### src/hds_pkg.sv
package hds_pkg;

    // field and register widths
    localparam int DATA_W = 32;
    localparam int COEF_W = 16;
    localparam int ROWS_W = 11;
    localparam int COLS_W = 6;

    // grid limits
    localparam int MAX_COLS = 32;
    localparam int MAX_ROWS = 1024;
    localparam int MIN_DIM  = 3;
    localparam int COL_W    = $clog2(MAX_COLS);
    localparam int ROW_W    = $clog2(MAX_ROWS);

    // arithmetic widths
    localparam int FRAC_W  = 16;
    localparam int DIFF_W  = DATA_W + 3;
    localparam int PROD_W  = DIFF_W + COEF_W + 1;
    localparam int DELTA_W = PROD_W + 2;
    localparam int Q_W     = DELTA_W - FRAC_W;
    localparam int RES_W   = Q_W + 1;
    localparam logic signed [DELTA_W-1:0] ROUND_HALF = DELTA_W'(1) <<< (FRAC_W - 1);
    localparam logic [DATA_W-1:0] SAT_MAX = {1'b0, {(DATA_W-1){1'b1}}};
    localparam logic [DATA_W-1:0] SAT_MIN = {1'b1, {(DATA_W-1){1'b0}}};

    // configuration register indexes
    localparam int CFG_IDX_W = 2;
    localparam logic [CFG_IDX_W-1:0] CFG_COEF_ROW  = 2'd0;
    localparam logic [CFG_IDX_W-1:0] CFG_COEF_COL  = 2'd1;
    localparam logic [CFG_IDX_W-1:0] CFG_GRID_ROWS = 2'd2;
    localparam logic [CFG_IDX_W-1:0] CFG_GRID_COLS = 2'd3;
    localparam int CFG_DATA_W = COEF_W;

    // register reset values
    localparam logic [COEF_W-1:0] COEF_RESET = COEF_W'(66);
    localparam logic [ROWS_W-1:0] ROWS_RESET = ROWS_W'(11);
    localparam logic [COLS_W-1:0] COLS_RESET = COLS_W'(11);

    // queue between front and back
    localparam int QUEUE_DEPTH = 4;
    localparam int QPTR_W      = $clog2(QUEUE_DEPTH);
    localparam int QCNT_W      = $clog2(QUEUE_DEPTH + 1);

    // one classified item
    typedef struct packed {
        logic [DATA_W-1:0] value;
        logic [COL_W-1:0]  col;
        logic              emit;
        logic              interior;
        logic              frame_end;
    } t_item;

endpackage

### src/hds_front.sv
module hds_front (
    input  logic                        i_clk,
    input  logic                        i_rst_n,
    input  logic                        i_valid,
    output logic                        o_ready,
    input  logic [hds_pkg::DATA_W-1:0]  i_data,
    input  logic [hds_pkg::ROWS_W-1:0]  i_rows,
    input  logic [hds_pkg::COLS_W-1:0]  i_cols,
    input  logic                        i_full,
    output logic                        o_push,
    output hds_pkg::t_item              o_item
);

    logic [hds_pkg::ROW_W-1:0]  r_row;
    logic [hds_pkg::COL_W-1:0]  r_col;
    logic [hds_pkg::ROW_W-1:0]  n_row;
    logic [hds_pkg::COL_W-1:0]  n_col;
    logic [hds_pkg::ROWS_W-1:0] row_next;
    logic [hds_pkg::COLS_W-1:0] col_next;
    logic                       row_end;
    logic                       frame_end;

    assign o_ready = !i_full;
    assign o_push  = i_valid && !i_full;

    // classify the item by its grid position
    always_comb begin
        row_next  = hds_pkg::ROWS_W'(r_row) + hds_pkg::ROWS_W'(1);
        col_next  = hds_pkg::COLS_W'(r_col) + hds_pkg::COLS_W'(1);
        row_end   = col_next >= i_cols;
        frame_end = row_end && (row_next >= i_rows);

        o_item.value     = i_data;
        o_item.col       = r_col;
        o_item.emit      = r_row != '0;
        o_item.interior  = (r_row >= hds_pkg::ROW_W'(2)) && (row_next <= i_rows)
                           && (r_col != '0) && (col_next < i_cols);
        o_item.frame_end = frame_end;

        n_row = r_row;
        n_col = r_col;
        if (o_push) begin
            if (row_end) begin
                n_col = '0;
                n_row = frame_end ? '0 : hds_pkg::ROW_W'(row_next);
            end else begin
                n_col = hds_pkg::COL_W'(col_next);
            end
        end
    end

    // raster position of the next item
    always_ff @(posedge i_clk) begin
        if (!i_rst_n) begin
            r_row <= '0;
            r_col <= '0;
        end else begin
            r_row <= n_row;
            r_col <= n_col;
        end
    end

endmodule

### config.mk
export PLATFORM = sky130hd
export DESIGN_NAME = hds_front
export DESIGN_NICKNAME = d
export VERILOG_FILES = /design/src/hds_pkg.sv /design/src/hds_front.sv
export SDC_FILE = /design/constraint.sdc
export NUM_CORES = 1
export LEC_CHECK = 0
export BUFFER_PORTS_ARGS = -buffer_cell sky130_fd_sc_hd__buf_2
export CAP_MARGIN = 20
export CORE_UTILIZATION = 45
export DETAILED_ROUTE_END_ITERATION = 7
export PLACE_DENSITY = 0.86
export SETUP_SLACK_MARGIN = 0.5
export SYNTH_ARGS = -nofsm -noshare
export SYNTH_HDL_FRONTEND = slang
export SYNTH_SLANG_ARGS = --single-unit
### constraint.sdc
create_clock -name i_clk -period 3.23 [get_ports i_clk]
set_input_delay 0.4845 -clock i_clk [delete_from_list [all_inputs] [get_ports i_clk]]
set_output_delay 0.4845 -clock i_clk [all_outputs]
set_load 0.005 [all_outputs]
* After elaboration in Yosys (flattened, before gate mapping)
Cells that the tools add are included.
** Cells by class
- Add/sub/neg operators :: 2
- Multipliers :: 0
- Div/mod/pow operators :: 0
- Magnitude comparators :: 5
- Eq/ne operators :: 0
- Shift operators :: 0
- Muxes and demuxes :: 2
- Bitwise operators :: 0
- Reduce and logical (&&, ||, !) cells :: 9
** Operator list (count)
- $add A10 B1 Y11 const B :: 1
- $ge A11 B11 Y1 :: 1
- $le A11 B11 Y1 :: 1
- $ge A10 B2 Y1 const B :: 1
- $mux W10 :: 1
- $reduce_bool A10 Y1 :: 1
- $add A5 B1 Y6 const B :: 1
- $ge A6 B6 Y1 :: 1
- $lt A6 B6 Y1 :: 1
- $logic_and A1 B1 Y1 :: 5
- $mux W5 :: 1
- $reduce_bool A5 Y1 :: 1
- $reduce_and A2 Y1 :: 1
- $logic_not A1 Y1 :: 1
** Storage, ports and cells
- Register bits :: 15
- Latch bits :: 0
- Bits in writable memories :: 0
- Bits in read-only memories :: 0
- Input bits :: 53
- Output and inout port bits :: 42
- Logic and storage cells :: 20
- Memories :: 0

* Logic depth before layout (Yosys ltp)
- Word-level depth :: 5
- Mapped depth :: 11

* Worst setup path after synthesis
Ideal clock, no wire load.
- Path kind :: reg2out
- Start point :: register r_row[1] in the netlist's numbering
- End point :: output o_item[0] in the netlist's numbering
- Arrival time :: 2.495 ns
- Setup slack :: 0.250 ns
- Stages on the path, launching flop included :: 12
- Cell sequence :: dfxtp_1 -> ha_1 -> and3_1 -> nand4_1 -> xnor2_1 -> ha_1 -> a211oi_2 -> o21bai_1 -> a211o_1 -> buf_2 -> o22a_1 -> buf_4
** Between the ends
- Cells in the longest elaborated chain, start to end :: 3
** Ends and longest elaborated chain
- from (decl) :: RTL line hds_front.sv:14 : logic [hds_pkg::ROW_W-1:0] r_row;
- from (signal assigned) :: RTL line hds_front.sv:58 : r_row <= n_row;
- $add A10 B1 Y11 :: RTL line hds_front.sv:28 : row_next = hds_pkg::ROWS_W'(r_row) + hds_pkg::ROWS_W'(1);
- $ge A11 B11 Y1 :: RTL line hds_front.sv:31 : frame_end = row_end && (row_next >= i_rows);
- $logic_and A1 B1 Y1 :: RTL line hds_front.sv:31
- to (decl) :: RTL line hds_front.sv:11 : output hds_pkg::t_item o_item
No other way between the ends.

==> key figures <==
Outcome
  • Status: completed

Finish
  • Commonest non-fill, non-tap cell in the layout: buf_2
  • Final nets: 307
  • Area delta synth->final: 9.11%
  • Finished Layout Cells: roughly 280
  • Ant. Diodes: 0
  • Most frequent cells in the layout: buf_2 (30), ha_1 (21), inv_1 (20), nor2_1 (19), buf_4 (15)
  • Layout cell share with drive strength beyond 1: 0.312

Power
  • Pwr/cell area: approximately 220 nW/um2
  • Clock network fraction of total power: 0.386
  • Sequential power share: 0.465
  • Lkg Pwr: slightly above 0.9 nW
  • Comb pwr share: 0.149
  • NetSw: 0.107 mW
  • Worst ir drop on vdd: 230 uV
  • Switching share of power: 0.263
  • Pint: between 0.2 and 0.3 mW
  • Design Power: 0.405 mW

CTS
  • Root Buffer: clkbuf_8
  • Maximum clock insertion buffer count: 2
  • Clock Pin Slew Worst Setup and Hold Paths: about 0.070 ns
  • Cts bufs inserted: 3
  • CTS tree: done
  • Clock Latency Late Sink: 0.25 ns
  • Htree depth: 1
  • Hold Buf Count CTS: 0
  • CTS Sinks: 15

Timing
  • Slew Viols, Final: 0
  • Final setup viols: 0
  • Final worst slack: around 0.23 ns
  • Actual slew at the worst max-slew pin: between 0.4 and 0.5 ns
  • Setup TNS: 0 ns
  • Fin crit period: ~3 ns
  • Max-slew headroom: 0.679
  • Tcrit/Tclk final: 0.929
  • Fmax: ~330 MHz
  • Clock skew: between 0.007 and 0.008 ns
  • RSZ-0062 raised after global routing: yes
  • Final hold vios: 0

Logic synthesis
  • Adder-Cell Fraction of Synth Area: 0.160
  • Complex-gate fraction of the synthesized area: 0.127
  • Mapped cell area: around 1700 um2
  • Top cells by area, synth: dfxtp_1 (17%), ha_1 (16%), buf_4 (14%), xnor2_1 (5.6%), a221o_1 (4.7%)
  • Largest area contributor in the netlist: dfxtp_1
  • Ys Warns: 0
  • Dominant synthesized flop cell: dfxtp_1
  • Register area share after synthesis: 0.175
  • Number of synthesized register bits: 15
  • Synth cell types: 40
  • Mean Syn Cell Area: around 7.7 um2
  • Synth async-reset ratio: 0
  • Post-synthesis mux area share: 0
  • Syn nets: 299
  • Post-Synthesis Cells: between 200 and 250
  • Share of the synthesized area in the top cell type: 0.175
  • Post-synth EDFFs: 0
  • XOR/XNOR share of the synthesized area: 0.0765
  • Synth Area in Simple Gates: 0.243
  • Largest family of logic cells by synthesized area: simple AND/OR/NAND/NOR gates

Hold path
  • Min-Delay Path Class: register to register

Floorplanning
  • Std-Cell Rows: 22
  • Die Y: approximately 64 um
  • Die W: between 60 and 70 um
  • IO Pins: 95
  • Full die area: 4070 um2
  • Core ar.: approximately 3700 um2
  • Starting density of the core: 0.469

Route
  • Routed Antenna Nets: 0
  • Via count: about 1500
  • Routed len/inst: 13.0 um
  • Final WL: 3.62 mm
  • Vias/cell: 5.36
  • 1st-pass router iterations: 4
  • DRC marker count from the first detailed-route iteration: between 60 and 70
  • DRC: 0

Worst setup path
  • WS Path Type: register to primary output
  • CP Launch Type: register
  • Crit end category: primary output
  • Crit path max fanout: 4
  • Critical path arrival: approximately 2.5 ns
  • CP Data Required Time: 2.75 ns

Run
  • Max cap viols: 0

Place
  • Pre-CTS setup slack: 0.318 ns
  • IO buf count: 30
  • RePlAce Congestion: just under 0.9
  • Placed cells: 260
  • DP HPWL: 2.63 mm

Global route
  • Grt ovf: 0
  • First-pass GRT wire length: approximately 6 mm
  • Initial antenna violation count: 0
  • Largest net degree at the start of global routing: 14
  • GRT Total Usage: 0.184
  • Vias in the first global route: between 1000 and 1500
==> per-stage QoR <==
stage | utilization | area, um2 | hold slack (ns)
4_1_cts | 0.502 | 1840 | 0.564
5_1_grt | 0.512 | 1870 | 0.585
2_1_floorplan | - | 1750 | 0.491
6_report | 0.512 | 1870 | 0.573
3_3_place_gp | 0.457 | 1670 | 0.503
3_5_place_dp | 0.457 | 1670 | 0.506
==> path summary, 6_finish.rpt <==
check	endpoint	start	slack, ns	cells after the start
max reg2reg	r_row[4]$_SDFFE_PN0P_	r_row[1]$_SDFFE_PN0P_	0.45	13
max	o_item[0]	r_row[1]$_SDFFE_PN0P_	0.23	10
min reg2reg	r_row[5]$_SDFFE_PN0P_	r_row[5]$_SDFFE_PN0P_	0.57	1
min	r_row[5]$_SDFFE_PN0P_	r_row[5]$_SDFFE_PN0P_	0.57	1
==> registers in the layout, indices dropped and copies added, names as in the netlist <==
register	flops
r_row	10
r_col	5
==> worst max-delay path, cell delays in order (launching register included) <==
cell and delay (ns):
dfxtp_4 0.36, buf_4 0.11, and3_1 0.24, nand4_1 0.17, xnor2_1 0.17, ha_1 0.30, nand4_1 0.16, a211oi_2 0.05
a211o_1 0.34, o22a_1 0.24, buf_2 0.13
==> cell usage after synthesis, types with 2 or more instances <==
| cell | n |
|---|---|
| nand3b_1 | 2 |
| and3_1 | 2 |
| nand2_1 | 10 |
| buf_4 | 33 |
| a21oi_1 | 8 |
| nor2_1 | 20 |
| inv_1 | 20 |
| buf_2 | 2 |
| nand4_1 | 7 |
| and2_1 | 3 |
| nor2b_1 | 2 |
| a221o_1 | 8 |
| nand3_1 | 14 |
| o21ai_1 | 2 |
| and4_1 | 3 |
| nor4_1 | 2 |
| xnor2_1 | 11 |
| xor2_1 | 4 |
| clkbuf_1 | 8 |
| nor3_1 | 6 |
| ha_1 | 22 |
| o21ai_0 | 2 |
| dfxtp_1 | 15 |
| inv_2 | 2 |
==> layer usage <==
layer	part of all wire	track usage	vias to the layer above
li1	-	-	759
met1	0.44	0.212	676
met2	0.49	0.315	47
met3	0.052	0.0464	14
met4	0.020	0.0852	0
met5	0	0	-
==> logic make-up (layout without fill, tap and decap cells) <==
kind of cell / Yosys count / in the layout
AOI/OAI and AO/OA: 29 / 29
xor gates and xnor gates: 15 / 15
adders and majority gates: 22 / 22
buffers and inverters: 66 / 73
DFF: 15 / 15
and+or+nand+nor: 77 / 77
==> power groups by stage <==
| stage | clock network (mW) | registers, mW | logic, mW |
|---|---|---|---|
| floorplan | 0 | 0.192 | 0.0678 |
| global placement | 0 | 0.193 | 0.0563 |
| detailed placement | 0 | 0.193 | 0.0580 |
| CTS | 0.160 | 0.188 | 0.0601 |
| global route | 0.171 | 0.189 | 0.0687 |
| finish | 0.157 | 0.188 | 0.0604 |
==> final cells by class <==
| cell class | count | area (um2) |
|---|---|---|
| Tap cell | 48 | 60.1 |
| Fill cell | 340 | 1790 |
| Clock buffer | 3 | 41.3 |
| Inverter | 22 | 82.6 |
| Multi-Input combinational cell | 143 | 1080 |
| Clock inverter | 1 | 5.00 |
| Sequential cell | 15 | 314 |
| Timing Repair Buffer | 47 | 285 |
==> timing repair <==
action                                  CTS  global route
endpoints found under the setup margin   11            12
gates resized for setup                   8             6
buffers inserted                         13             2
pin swaps                                12             5
cloned                                    0             0
(Power assumes the default switching activity.)
