**src/hds_pkg.sv**
```systemverilog
package hds_pkg;

    // field and register widths
    localparam int DATA_W = 32;
    localparam int COEF_W = 16;
    localparam int ROWS_W = 11;
    localparam int COLS_W = 6;

    // grid limits
    localparam int MAX_COLS = 32;
    localparam int MAX_ROWS = 1024;
    localparam int MIN_DIM  = 3;
    localparam int COL_W    = $clog2(MAX_COLS);
    localparam int ROW_W    = $clog2(MAX_ROWS);

    // arithmetic widths
    localparam int FRAC_W  = 16;
    localparam int DIFF_W  = DATA_W + 3;
    localparam int PROD_W  = DIFF_W + COEF_W + 1;
    localparam int DELTA_W = PROD_W + 2;
    localparam int Q_W     = DELTA_W - FRAC_W;
    localparam int RES_W   = Q_W + 1;
    localparam logic signed [DELTA_W-1:0] ROUND_HALF = DELTA_W'(1) <<< (FRAC_W - 1);
    localparam logic [DATA_W-1:0] SAT_MAX = {1'b0, {(DATA_W-1){1'b1}}};
    localparam logic [DATA_W-1:0] SAT_MIN = {1'b1, {(DATA_W-1){1'b0}}};

    // configuration register indexes
    localparam int CFG_IDX_W = 2;
    localparam logic [CFG_IDX_W-1:0] CFG_COEF_ROW  = 2'd0;
    localparam logic [CFG_IDX_W-1:0] CFG_COEF_COL  = 2'd1;
    localparam logic [CFG_IDX_W-1:0] CFG_GRID_ROWS = 2'd2;
    localparam logic [CFG_IDX_W-1:0] CFG_GRID_COLS = 2'd3;
    localparam int CFG_DATA_W = COEF_W;

    // register reset values
    localparam logic [COEF_W-1:0] COEF_RESET = COEF_W'(66);
    localparam logic [ROWS_W-1:0] ROWS_RESET = ROWS_W'(11);
    localparam logic [COLS_W-1:0] COLS_RESET = COLS_W'(11);

    // queue between front and back
    localparam int QUEUE_DEPTH = 4;
    localparam int QPTR_W      = $clog2(QUEUE_DEPTH);
    localparam int QCNT_W      = $clog2(QUEUE_DEPTH + 1);

    // one classified item
    typedef struct packed {
        logic [DATA_W-1:0] value;
        logic [COL_W-1:0]  col;
        logic              emit;
        logic              interior;
        logic              frame_end;
    } t_item;

endpackage

```
**src/hds_fifo.sv**
```systemverilog
module hds_fifo (
    input  logic           i_clk,
    input  logic           i_rst_n,
    input  logic           i_push,
    input  hds_pkg::t_item i_item,
    output logic           o_full,
    input  logic           i_pop,
    output logic           o_valid,
    output hds_pkg::t_item o_item
);

    hds_pkg::t_item              r_mem [hds_pkg::QUEUE_DEPTH];
    logic [hds_pkg::QPTR_W-1:0]  r_wptr;
    logic [hds_pkg::QPTR_W-1:0]  r_rptr;
    logic [hds_pkg::QCNT_W-1:0]  r_count;

    assign o_full  = r_count == hds_pkg::QCNT_W'(hds_pkg::QUEUE_DEPTH);
    assign o_valid = r_count != '0;
    assign o_item  = r_mem[r_rptr];

    // pointers and fill level
    always_ff @(posedge i_clk) begin
        if (!i_rst_n) begin
            r_wptr  <= '0;
            r_rptr  <= '0;
            r_count <= '0;
        end else begin
            if (i_push) begin
                r_wptr <= r_wptr + hds_pkg::QPTR_W'(1);
            end
            if (i_pop) begin
                r_rptr <= r_rptr + hds_pkg::QPTR_W'(1);
            end
            if (i_push && !i_pop) begin
                r_count <= r_count + hds_pkg::QCNT_W'(1);
            end else if (i_pop && !i_push) begin
                r_count <= r_count - hds_pkg::QCNT_W'(1);
            end
        end
    end

    // entry storage
    always_ff @(posedge i_clk) begin
        if (i_push) begin
            r_mem[r_wptr] <= i_item;
        end
    end

endmodule

```
**config.mk**
```make
export PLATFORM = sky130hd
export DESIGN_NAME = hds_fifo
export DESIGN_NICKNAME = d
export VERILOG_FILES = /design/src/hds_pkg.sv /design/src/hds_fifo.sv
export SDC_FILE = /design/constraint.sdc
export NUM_CORES = 1
export LEC_CHECK = 0
export ABC_AREA = 0
export BUFFER_PORTS_ARGS = -buffer_cell sky130_fd_sc_hd__buf_2
export CORE_ASPECT_RATIO = 1.2
export CORE_MARGIN = 2
export CORE_UTILIZATION = 50
export CTS_CLUSTER_SIZE = 16
export DETAILED_ROUTE_END_ITERATION = 7
export PLACE_DENSITY = 0.75
export SYNTH_ARGS = -nofsm -noshare
export SYNTH_HDL_FRONTEND = slang
export SYNTH_SLANG_ARGS = --single-unit
export TNS_END_PERCENT = 100
```
**constraint.sdc**
```tcl
create_clock -name i_clk -period 2.4 [get_ports i_clk]
set_input_delay 0.36 -clock i_clk [delete_from_list [all_inputs] [get_ports i_clk]]
set_output_delay 0.36 -clock i_clk [all_outputs]
set_load 0.005 [all_outputs]
```
### Word level (Yosys, flattened, before mapping)

Memory sizes are Yosys's and may differ from the RTL's. A register that Yosys moved wholly into a read port is not among the register bits.
Index checks and enable logic that the tools add are counted.

* $add $sub $neg: 4
* mux-type cells: 6
* eq/ne operators: 1
* reduce and logical (&&, ||, !) cells: 6

Operators by type and width (count)
* $mux 3: 2
* $add 2x1->2 const B: 2
* $mux 2: 2
* $add 3x1->3 const B: 1
* $eq 3x3->1 const B: 1
* $reduce_bool 3->1: 1
* $sub 3x1->3 const B: 1
* $logic_and 1x1->1: 2
* $logic_not 1->1: 2
* $mux 1: 2
* $reduce_bool 2->1: 1

* memories: 1
* RAM bits: 160
* register bits: 7

Memories
* r_mem: depth 4, bits a word 40, rd ports 1, clocked after memory_dff 1, wr ports 1, RTL line hds_fifo.sv:12 `hds_pkg::t_item r_mem [hds_pkg::QUEUE_DEPTH];`

### Logic depth before layout (Yosys ltp)

Gate-level depths: netlist of the first run.

* word-level depth: 4
* gate-level depth with buffers: 7
* mapped depth without buffers: 7

### Least setup slack after synthesis of the first run

No wires, ideal clock.

* path type: register -> register
* start: reg r_wptr[0] (netlist name)
* end: mem r_mem[2][0] (netlist name), enable pin
* arrival: 1509 ps
* library setup time: 401 ps
* stages on the path, launching flop included: 4
* period minus slack after synthesis: 1910 ps
* slack: 490 ps
* path through: dfxtp_1 > inv_1 > ha_1 > and2_1

RTL lines
* from (decl): RTL line hds_fifo.sv:13 `logic [hds_pkg::QPTR_W-1:0] r_wptr;`
* from (signal assigned): RTL line hds_fifo.sv:29 `r_wptr <= r_wptr + hds_pkg::QPTR_W'(1);`
* to (decl): RTL line hds_fifo.sv:12

No word-level cell before the write port.

==> out/metrics.csv, run 1 <==
metric,value,unit
Max Clock Freq,465,MHz
leakage power,2.58,nW
post-synthesis cell type count,19,
# port buffers,85,
DRT Pass-1 Iters,4,
Boundary Pins,86,
ratio of total power to cell area,901,mW/mm²
peak ir drop on the vdd network,0.487,mV
worst clock skew,0.00594,ns
root buffer cell,sky130_fd_sc_hd__clkbuf_16,
deepest level of the CTS H-tree,4,
result of the run,completed,
largest fanout on the critical path,40,
sequential-to-total area share from yosys stat,79.6,%
critical path cell sequence,buf_12 > mux4_2 > buf_2,
final core area utilization,61.7,%
CTS buffer count,17,
Crit path depth,3,
DRC violation total after the first TritonRoute iteration,142,
Max Cap Viol,0,
"slowest stage delay, CP",0.57,ns
total setup buffers inserted after CTS,0,
synthesized net count,302,
most common flop cell mapped by yosys,sky130_fd_sc_hd__edfxtp_1,
Core ar.,0.0122,mm²
Worst Setup End Kind,output pin,
Most Crowded Layer GR,met2,
vias in the first global route,3042,
Cell Rows,44,
"Req. time, crit path",2.04,ns
reg2reg end,r_count[2]$_SDFFE_PN0P_,
Die Outline Area,0.0134,mm²
post-CTS resize count,0,
maximum number of buffers from clock root to sink,2,
antenna violations before repair,1,
via count,2814,
synthesized netlist cell count,252,
Die Span X,106,µm
"Arr. time, crit path",1.79,ns
crit path buf inv count,2,
first-pass GRT wire length,15700,µm
flop2flop setup slack,0.84,ns
TritonCTS Sinks,169,
depth of the worst register-to-register path,4,
nature of the critical path startpoint,register,
largest net degree at the start of global routing,41,
fraction of the cycle the final worst path needs,89.5,%
destination of the critical timing path,o_item[6],
total of warnings raised by yosys,0,
final estimated routing congestion in global placement,0.695,
hold buffer count at cts,0,
crit-path leading delay family,multiplexers,
transition time at the pin with the least slew margin,0.334,ns
total routing resource utilization after global routing,16.3,%
area share of the largest cell type after synthesis,76.7,%
worst min-delay path class,input port to register,
Detailed Route WL,10100,µm
placed wire-length estimate,5900,µm
DR DRC count,0,
ratio of routed vias to standard cells,5.34,
most frequent cells after synthesis,"sky130_fd_sc_hd__edfxtp_1 (160), sky130_fd_sc_hd__mux4_2 (40), sky130_fd_sc_hd__and2_1 (9), sky130_fd_sc_hd__dfxtp_1 (9), sky130_fd_sc_hd__ha_1 (5)",
TritonCTS clock tree,done,
largest area contributor in the synthesized netlist,sky130_fd_sc_hd__edfxtp_1,
"Area growth, synth to finish",19.9,%
initial cell density of the core,51.5,%
most instantiated library cell after synthesis,sky130_fd_sc_hd__edfxtp_1,
GRT Residual Overflow,0,
mean cell area of the mapped netlist,24.9,µm²
global routing usage on met3,4.52,%
final setup TNS,0,ns
worst-skew pair later-pin latency,0.41,ns
worst setup path category,register to output pin,
number of enable flip-flop cells after synthesis,160,
final hold violations,0,
clock-pin transition on the worst setup and hold timing paths,0.06,ns
remaining antenna violation count after routing,0,
worst reg2reg startpoint,r_count[0]$_SDFFE_PN0P_,
global-route track usage on met1,18.6,%
area of the mapped netlist,0.00626,mm²
number of max-slew violations in the final report,0,
flop and latch count out of synthesis,169,
Design Power,0.00677,W
cells taking the most area after synthesis,"sky130_fd_sc_hd__edfxtp_1 (77%), sky130_fd_sc_hd__mux4_2 (14%), sky130_fd_sc_hd__dfxtp_1 (2.9%)",
total number of nets in the final design,404,
final worst path period need,2.15,ns
Slew headroom,77.7,%
"FFs w/ async S/R, synth",0,%
Fillers,857,
GR Util met2,27.9,%
mean routed wirelength per cell,19.3,µm
share of layout cells above drive strength 1,45.5,%
"slowest stage cell, crit path",sky130_fd_sc_hd__mux4_2,
Finish-stage setup viols,0,
Die Y,127,µm
unrepaired setup endpoints after global routing,no,
## layer usage
| metal | share of wire [%] | wire [µm] |
|---|---|---|
| met5 | 0 | 0 |
| met1 | 37 | 3790 |
| met2 | 56 | 5660 |
| met4 | 2.2 | 222 |
| met3 | 4.7 | 476 |
## cells by family (layout without fill, tap and decap cells)
kind of cell	count (synthesis)	after routing	synth area share, %
compound gates	2	2	0.200
xor+xnor	5	5	0.699
fa+ha+maj	6	6	1.32
buf+inv	13	126	2.02
flops	169	169	79.6
mux	42	42	14.7
other cells	0	1	0
simple gates	15	15	1.48
## state kept, by name, summed over array words and instances, names as in the netlist, named ones only
| signal | cells |
|---|---|
| r_mem | 160 |
| r_count | 3 |
| r_rptr | 2 |
| r_wptr | 2 |
## metrics by stage
stage | instances | hold slack (ns) | instance area [µm²] | worst slack [ns]
2_1_floorplan | 252 | 0.459 | 6260 | 0.490
3_3_place_gp | 496 | 0.483 | 6900 | 0.602
3_5_place_dp | 496 | 0.547 | 6900 | 0.443
4_1_cts | 526 | 0.132 | 7510 | 0.188
5_1_grt | 527 | 0.144 | 7510 | 0.156
6_report | 527 | 0.158 | 7510 | 0.251
## cells in the final DEF (no fill, tap or decap)
master and instances:
sky130_fd_sc_hd__buf_2 85, sky130_fd_sc_hd__dfxtp_2 1, sky130_fd_sc_hd__dfxtp_1 7, sky130_fd_sc_hd__a21boi_0 1, sky130_fd_sc_hd__mux2i_1 2, sky130_fd_sc_hd__edfxtp_1 160
sky130_fd_sc_hd__buf_4 2, sky130_fd_sc_hd__bufinv_16 4, sky130_fd_sc_hd__or3_1 2, sky130_fd_sc_hd__mux4_2 40, sky130_fd_sc_hd__clkinv_1 2, sky130_fd_sc_hd__and2_1 5
sky130_fd_sc_hd__inv_1 4, sky130_fd_sc_hd__clkinv_2 2, sky130_fd_sc_hd__xor2_1 3, sky130_fd_sc_hd__buf_12 5, sky130_fd_sc_hd__o21ai_0 1, sky130_fd_sc_hd__nor2b_1 2
sky130_fd_sc_hd__nand2_1 1, sky130_fd_sc_hd__diode_2 1, sky130_fd_sc_hd__and2_2 4, sky130_fd_sc_hd__ha_1 5, sky130_fd_sc_hd__nor3b_1 1, sky130_fd_sc_hd__xnor2_1 2
sky130_fd_sc_hd__clkbuf_16 17, sky130_fd_sc_hd__clkinvlp_4 1, sky130_fd_sc_hd__fa_1 1, sky130_fd_sc_hd__dfxtp_4 1, sky130_fd_sc_hd__clkinv_4 4
## how the worst min path moves through the flow
| stage | cells past startpoint | from | end |
|---|---|---|---|
| floorplan | 0 | i_item[0] | r_mem[0][0]$_DFFE_PP_ |
| global placement | 2 | r_count[2]$_SDFFE_PN0P_ | r_count[2]$_SDFFE_PN0P_ |
| detailed placement | 2 | r_count[2]$_SDFFE_PN0P_ | r_count[2]$_SDFFE_PN0P_ |
| CTS | 1 | i_item[12] | r_mem[3][12]$_DFFE_PP_ |
| global route | 1 | i_item[7] | r_mem[2][7]$_DFFE_PP_ |
| finish | 1 | i_item[8] | r_mem[1][8]$_DFFE_PP_ |
## layout make-up
| cell class | count | area, µm² | share of cell area [%] |
|---|---|---|---|
| timing repair buffer | 92 | 541 | 7.20 |
| antenna | 1 | 2.50 | 0.0333 |
| inverter | 4 | 15.0 | 0.200 |
| clock buffer | 17 | 425 | 5.66 |
| tap | 161 | 201 | 2.68 |
| multi-input combinational | 70 | 1160 | 15.4 |
| sequential | 169 | 4990 | 66.4 |
| clock inverter | 13 | 180 | 2.40 |
## where the power goes
| group | internal, W | switching, W |
|---|---|---|
| clock | 0.00172 | 0.00103 |
| sequential | 0.00338 | 0.0000428 |
| combinational | 0.000308 | 0.000286 |
| total | 0.00541 | 0.00135 |
Note: power is estimated with default switching activity, not from simulation.
==> run 2: changes to the inputs <==
--- a/config.mk
+++ b/config.mk
@@ -9,10 +9,10 @@
 export BUFFER_PORTS_ARGS = -buffer_cell sky130_fd_sc_hd__buf_2
 export CORE_ASPECT_RATIO = 1.2
 export CORE_MARGIN = 2
-export CORE_UTILIZATION = 50
+export CORE_UTILIZATION = 57
 export CTS_CLUSTER_SIZE = 16
 export DETAILED_ROUTE_END_ITERATION = 7
-export PLACE_DENSITY = 0.75
+export PLACE_DENSITY = 0.83
 export SYNTH_ARGS = -nofsm -noshare
 export SYNTH_HDL_FRONTEND = slang
 export SYNTH_SLANG_ARGS = --single-unit
==> out/metrics.csv, run 2 (same netlist as run 1, synthesis figures left out) <==
metric,value,unit
ratio of total power to cell area,882,mW/mm²
total setup buffers inserted after CTS,0,
mean routed wirelength per cell,20.6,µm
Most Crowded Layer GR,met2,
root buffer cell,sky130_fd_sc_hd__clkbuf_16,
# port buffers,85,
worst min-delay path class,input port to register,
"leading cell type in the layout, fill and taps excluded",sky130_fd_sc_hd__edfxtp_1,
final estimated routing congestion in global placement,0.698,
Die Y,119,µm
first-pass GRT wire length,15800,µm
DRC violation total after the first TritonRoute iteration,155,
crit path buf inv count,2,
largest net degree at the start of global routing,25,
Max Clock Freq,470,MHz
result of the run,completed,
final worst path period need,2.13,ns
flip-flop count of the largest register after layout,160,
TritonCTS Sinks,169,
global-route track usage on met1,24.0,%
TritonCTS clock tree,done,
total routing resource utilization after global routing,18.5,%
final setup TNS,0,ns
hold buffer count at cts,0,
"slowest stage delay, CP",0.54,ns
post-CTS resize count,0,
Detailed Route WL,10300,µm
Cell Rows,41,
antenna violations before repair,1,
cell count after placement,468,
leakage power,2.58,nW
DR DRC count,0,
maximum number of buffers from clock root to sink,2,
DRT Pass-1 Iters,4,
"Req. time, crit path",2.04,ns
CTS buffer count,17,
GR Util met2,29.7,%
worst setup path category,register to output pin,
final hold violations,0,
Biggest register,r_mem,
global routing usage on met3,5.34,%
Slew headroom,62.0,%
deepest level of the CTS H-tree,4,
Boundary Pins,86,
reg2reg end,r_mem[2][6]$_DFFE_PP_,
nature of the critical path startpoint,register,
depth of the worst register-to-register path,4,
clock-pin transition on the worst setup and hold timing paths,0.06,ns
Core ar.,0.0106,mm²
destination of the critical timing path,o_item[24],
transition time at the pin with the least slew margin,0.571,ns
hold wc startpoint,i_item[22],
flop2flop setup slack,0.72,ns
Worst Setup End Kind,output pin,
Diodes inserted,0,
placed wire-length estimate,6380,µm
GRT Residual Overflow,0,
number of max-slew violations in the final report,0,
Max Cap Viol,0,
Die Outline Area,0.0118,mm²
unrepaired setup endpoints after global routing,no,
Die Span X,99.7,µm
most used cells in the layout excluding fill and tap cells,"sky130_fd_sc_hd__edfxtp_1 (160), sky130_fd_sc_hd__buf_2 (85), sky130_fd_sc_hd__mux4_2 (40)",
fraction of the cycle the final worst path needs,88.7,%
Crit path depth,3,
total number of nets in the final design,408,
"slowest stage cell, crit path",sky130_fd_sc_hd__mux4_2,
share of layout cells above drive strength 1,45.0,%
worst-skew pair later-pin latency,0.40,ns
worst reg2reg startpoint,r_wptr[0]$_SDFFE_PN0P_,
via count,2824,
vias in the first global route,2886,
Finish-stage setup viols,0,
"Arr. time, crit path",1.77,ns
Non-Filler Instances,500,
crit-path leading delay family,multiplexers,
remaining antenna violation count after routing,0,
registers with the highest flip-flop counts,"r_mem: 160 flops, r_count: 3 flops",
largest fanout on the critical path,18,
"Area growth, synth to finish",18.6,%
initial cell density of the core,59.0,%
ratio of routed vias to standard cells,5.65,
critical path cell sequence,buf_12 > mux4_2 > buf_2,
worst clock skew,0.00479,ns
peak ir drop on the vdd network,0.459,mV
==> run 2: cell types whose count changed in the layout (fill, tap and decap cells not counted) <==
cell                         change
sky130_fd_sc_hd__buf_4           +6
sky130_fd_sc_hd__clkbuf_8        +5
sky130_fd_sc_hd__bufinv_16       -3
sky130_fd_sc_hd__clkbuf_1        +7
sky130_fd_sc_hd__buf_12          -2
sky130_fd_sc_hd__clkinvlp_4      -1
sky130_fd_sc_hd__clkinv_4        -4
sky130_fd_sc_hd__clkinv_1        -2
sky130_fd_sc_hd__diode_2         -1
==> run 2: through the flow <==
| step | total power, W | hold slack (ns) | utilization, % | cell area, µm² | setup WS [ns] |
|---|---|---|---|---|---|
| detailed placement | 0.00410 | 0.506 | 64.7 | 6870 | 0.529 |
| global placement | 0.00407 | 0.486 | 64.7 | 6870 | 0.601 |
| CTS | 0.00662 | 0.146 | 70.0 | 7430 | 0.218 |
| finish | 0.00656 | 0.166 | 70.0 | 7430 | 0.272 |
| global route | 0.00677 | 0.155 | 70.0 | 7430 | 0.192 |
| floorplan | 0.00385 | 0.459 | - | 6260 | 0.490 |
==> run 2: power by group <==
group | switching [W] | total (W) | internal [W]
Sequential | 0.0000507 | 0.00343 | 0.00338
Combinational | 0.000283 | 0.000593 | 0.000310
Clock | 0.000962 | 0.00253 | 0.00157
==> run 2: worst reg2reg max path: cells and delay by family (launching register included) <==
kind,cells,cell delay [ns]
DFF,1,0.35
buffers and inverters,2,0.37
adders and majority gates,1,0.15
and+or+nand+nor,1,0.51
==> run 2: final cells by class <==
class	instances	area (µm²)
flip-flops and latches	169	4990
fillers	635	3190
multi-input cells	70	1160
repair buffers	96	546
clock buffers	29	520
well taps	129	161
clock inverters	3	40.0
inverters	4	15.0
==> run 2: worst min path at each step <==
stage                              endpoint  slack [ns]  cells past startpoint
floorplan             r_mem[0][0]$_DFFE_PP_        0.46                      0
global placement    r_count[2]$_SDFFE_PN0P_        0.49                      2
detailed placement  r_count[2]$_SDFFE_PN0P_        0.51                      2
CTS                   r_mem[0][1]$_DFFE_PP_        0.15                      1
global route         r_mem[0][13]$_DFFE_PP_        0.16                      1
finish               r_mem[0][22]$_DFFE_PP_        0.17                      1
==> run 2: routing by layer <==
| layer | share of wire, % | vias up |
|---|---|---|
| li1 | - | 1273 |
| met1 | 40 | 1443 |
| met2 | 53 | 91 |
| met3 | 4.8 | 15 |
| met4 | 1.7 | 2 |
| met5 | 0.068 | - |
==> run 3: changes to the inputs <==
--- a/config.mk
+++ b/config.mk
@@ -9,10 +9,11 @@
 export BUFFER_PORTS_ARGS = -buffer_cell sky130_fd_sc_hd__buf_2
 export CORE_ASPECT_RATIO = 1.2
 export CORE_MARGIN = 2
-export CORE_UTILIZATION = 57
+export CORE_UTILIZATION = 60
 export CTS_CLUSTER_SIZE = 16
 export DETAILED_ROUTE_END_ITERATION = 7
-export PLACE_DENSITY = 0.83
+export GPL_TIMING_DRIVEN = 0
+export PLACE_DENSITY = 0.87
 export SYNTH_ARGS = -nofsm -noshare
 export SYNTH_HDL_FRONTEND = slang
 export SYNTH_SLANG_ARGS = --single-unit
==> constraint.sdc (replaced) <==
create_clock -name i_clk -period 2.7 [get_ports i_clk]
set_input_delay 0.405 -clock i_clk [delete_from_list [all_inputs] [get_ports i_clk]]
set_output_delay 0.405 -clock i_clk [all_outputs]
set_load 0.005 [all_outputs]
==> out/metrics.csv, run 3 (same netlist as run 1, synthesis figures left out) <==
metric,value,unit
result of the run,completed,
Detailed Route WL,10200,µm
most used cells in the layout excluding fill and tap cells,"sky130_fd_sc_hd__edfxtp_1 (160), sky130_fd_sc_hd__buf_2 (89), sky130_fd_sc_hd__mux4_2 (40)",
transition time at the pin with the least slew margin,0.573,ns
worst reg2reg startpoint,r_wptr[0]$_SDFFE_PN0P_,
fraction of the cycle the final worst path needs,77.6,%
nature of the critical path startpoint,register,
multi-input gate area in the final layout,0.00116,mm²
worst min-delay path class,input port to register,
root buffer cell,sky130_fd_sc_hd__clkbuf_16,
worst setup path category,register to output pin,
antenna violations before repair,0,
post-CTS resize count,0,
met2 layer wire length in the routed design,5490,µm
Max Clock Freq,477,MHz
Fillers,591,
vias in the first global route,2949,
"Req. time, crit path",2.30,ns
registers with the highest flip-flop counts,"r_mem: 160 flops, r_count: 3 flops",
Finish-stage setup viols,0,
"leading cell type in the layout, fill and taps excluded",sky130_fd_sc_hd__edfxtp_1,
remaining antenna violation count after routing,0,
largest net degree at the start of global routing,27,
leakage power,2.57,nW
depth of the worst register-to-register path,4,
Boundary Pins,86,
worst-skew pair later-pin latency,0.41,ns
Worst Setup End Kind,output pin,
total setup buffers inserted after CTS,0,
Max Cap Viol,0,
deepest level of the CTS H-tree,4,
number of max-slew violations in the final report,0,
TritonCTS Sinks,169,
flip-flop count of the largest register after layout,160,
final setup TNS,0,ns
worst clock skew,0.00440,ns
peak ir drop on the vdd network,0.514,mV
TritonCTS clock tree,done,
CTS buffer count,17,
DR DRC count,0,
final estimated routing congestion in global placement,0.689,
# port buffers,85,
maximum number of buffers from clock root to sink,2,
largest fanout on the critical path,10,
Diodes inserted,0,
GRT Residual Overflow,0,
Die Outline Area,0.0113,mm²
final worst path period need,2.09,ns
flop2flop setup slack,0.99,ns
first-pass GRT wire length,16000,µm
clock-pin transition on the worst setup and hold timing paths,0.06,ns
via count,2809,
unrepaired setup endpoints after global routing,no,
hold buffer count at cts,0,
final hold violations,0,
Die Y,116,µm
Die Span X,97.3,µm
total number of nets in the final design,410,
Slew headroom,61.8,%
reg2reg end,r_mem[2][32]$_DFFE_PP_,
ratio of total power to cell area,758,mW/mm²
final core area utilization,73.5,%
DRT Pass-1 Iters,6,
DRC violation total after the first TritonRoute iteration,183,
ratio of routed vias to standard cells,5.63,
met3 wire len,409,µm
area taken by flip-flops and latches,0.00498,mm²
highest routing layer actually used,met4,
post-route met1 wirelength,4130,µm
"Area growth, synth to finish",18.6,%
"Arr. time, crit path",1.69,ns
total routing resource utilization after global routing,19.7,%
mean routed wirelength per cell,20.3,µm
initial cell density of the core,62.0,%
placed wire-length estimate,6410,µm
Biggest register,r_mem,
destination of the critical timing path,o_item[4],
share of layout cells above drive strength 1,45.0,%
Cell Rows,40,
Core ar.,0.0101,mm²
[run 3: stage by stage]
step	instance area [µm²]	hold slack, ns	power (W)	instances	setup slack [ns]
5_1_grt	7430	0.187	0.00585	499	0.515
4_1_cts	7430	0.183	0.00569	499	0.564
6_report	7430	0.205	0.00563	499	0.605
3_5_place_dp	6930	0.535	0.00367	467	0.712
3_3_place_gp	6850	0.479	0.00363	463	0.0365
2_1_floorplan	6260	0.467	0.00342	252	0.790
[run 3: worst min path at each step]
| stage | endpoint | cells past startpoint | startpoint |
|---|---|---|---|
| after floorplan | r_count[2]$_SDFFE_PN0P_ | 2 | r_count[2]$_SDFFE_PN0P_ |
| after global placement | r_count[2]$_SDFFE_PN0P_ | 2 | r_count[2]$_SDFFE_PN0P_ |
| after detailed placement | r_count[2]$_SDFFE_PN0P_ | 2 | r_count[2]$_SDFFE_PN0P_ |
| after CTS | r_mem[0][29]$_DFFE_PP_ | 1 | i_item[29] |
| after global routing | r_mem[0][29]$_DFFE_PP_ | 1 | i_item[29] |
| final | r_mem[2][4]$_DFFE_PP_ | 1 | i_item[4] |
[run 3: where the power goes]
part	internal, W	switching, W	leakage [nW]
sequential	0.00301	0.0000398	1.54
clock	0.00115	0.000880	0.245
combinational	0.000295	0.000259	0.784
total	0.00446	0.00118	2.57
[run 3: layout make-up]
class	count	area share (%)
clock buffer	21	5.93
tap	126	2.12
timing repair buffer	89	6.80
buffer	9	1.50
sequential	169	67.1
clock inverter	11	0.775
multi-input combinational	70	15.6
inverter	4	0.202
[run 3: worst max-delay path, stage by stage, from the launching register on]
cell	delay [ns]
sky130_fd_sc_hd__dfxtp_1	0.32
sky130_fd_sc_hd__buf_6	0.14
sky130_fd_sc_hd__buf_12	0.15
sky130_fd_sc_hd__mux4_2	0.52
sky130_fd_sc_hd__buf_2	0.15
[run 3: per-layer routing]
| layer | track usage, % | vias up |
|---|---|---|
| met4 | 8.98 | 0 |
| met5 | 0 | - |
| met3 | 5.25 | 9 |
| li1 | - | 1276 |
| met1 | 24.9 | 1461 |
| met2 | 32.8 | 63 |
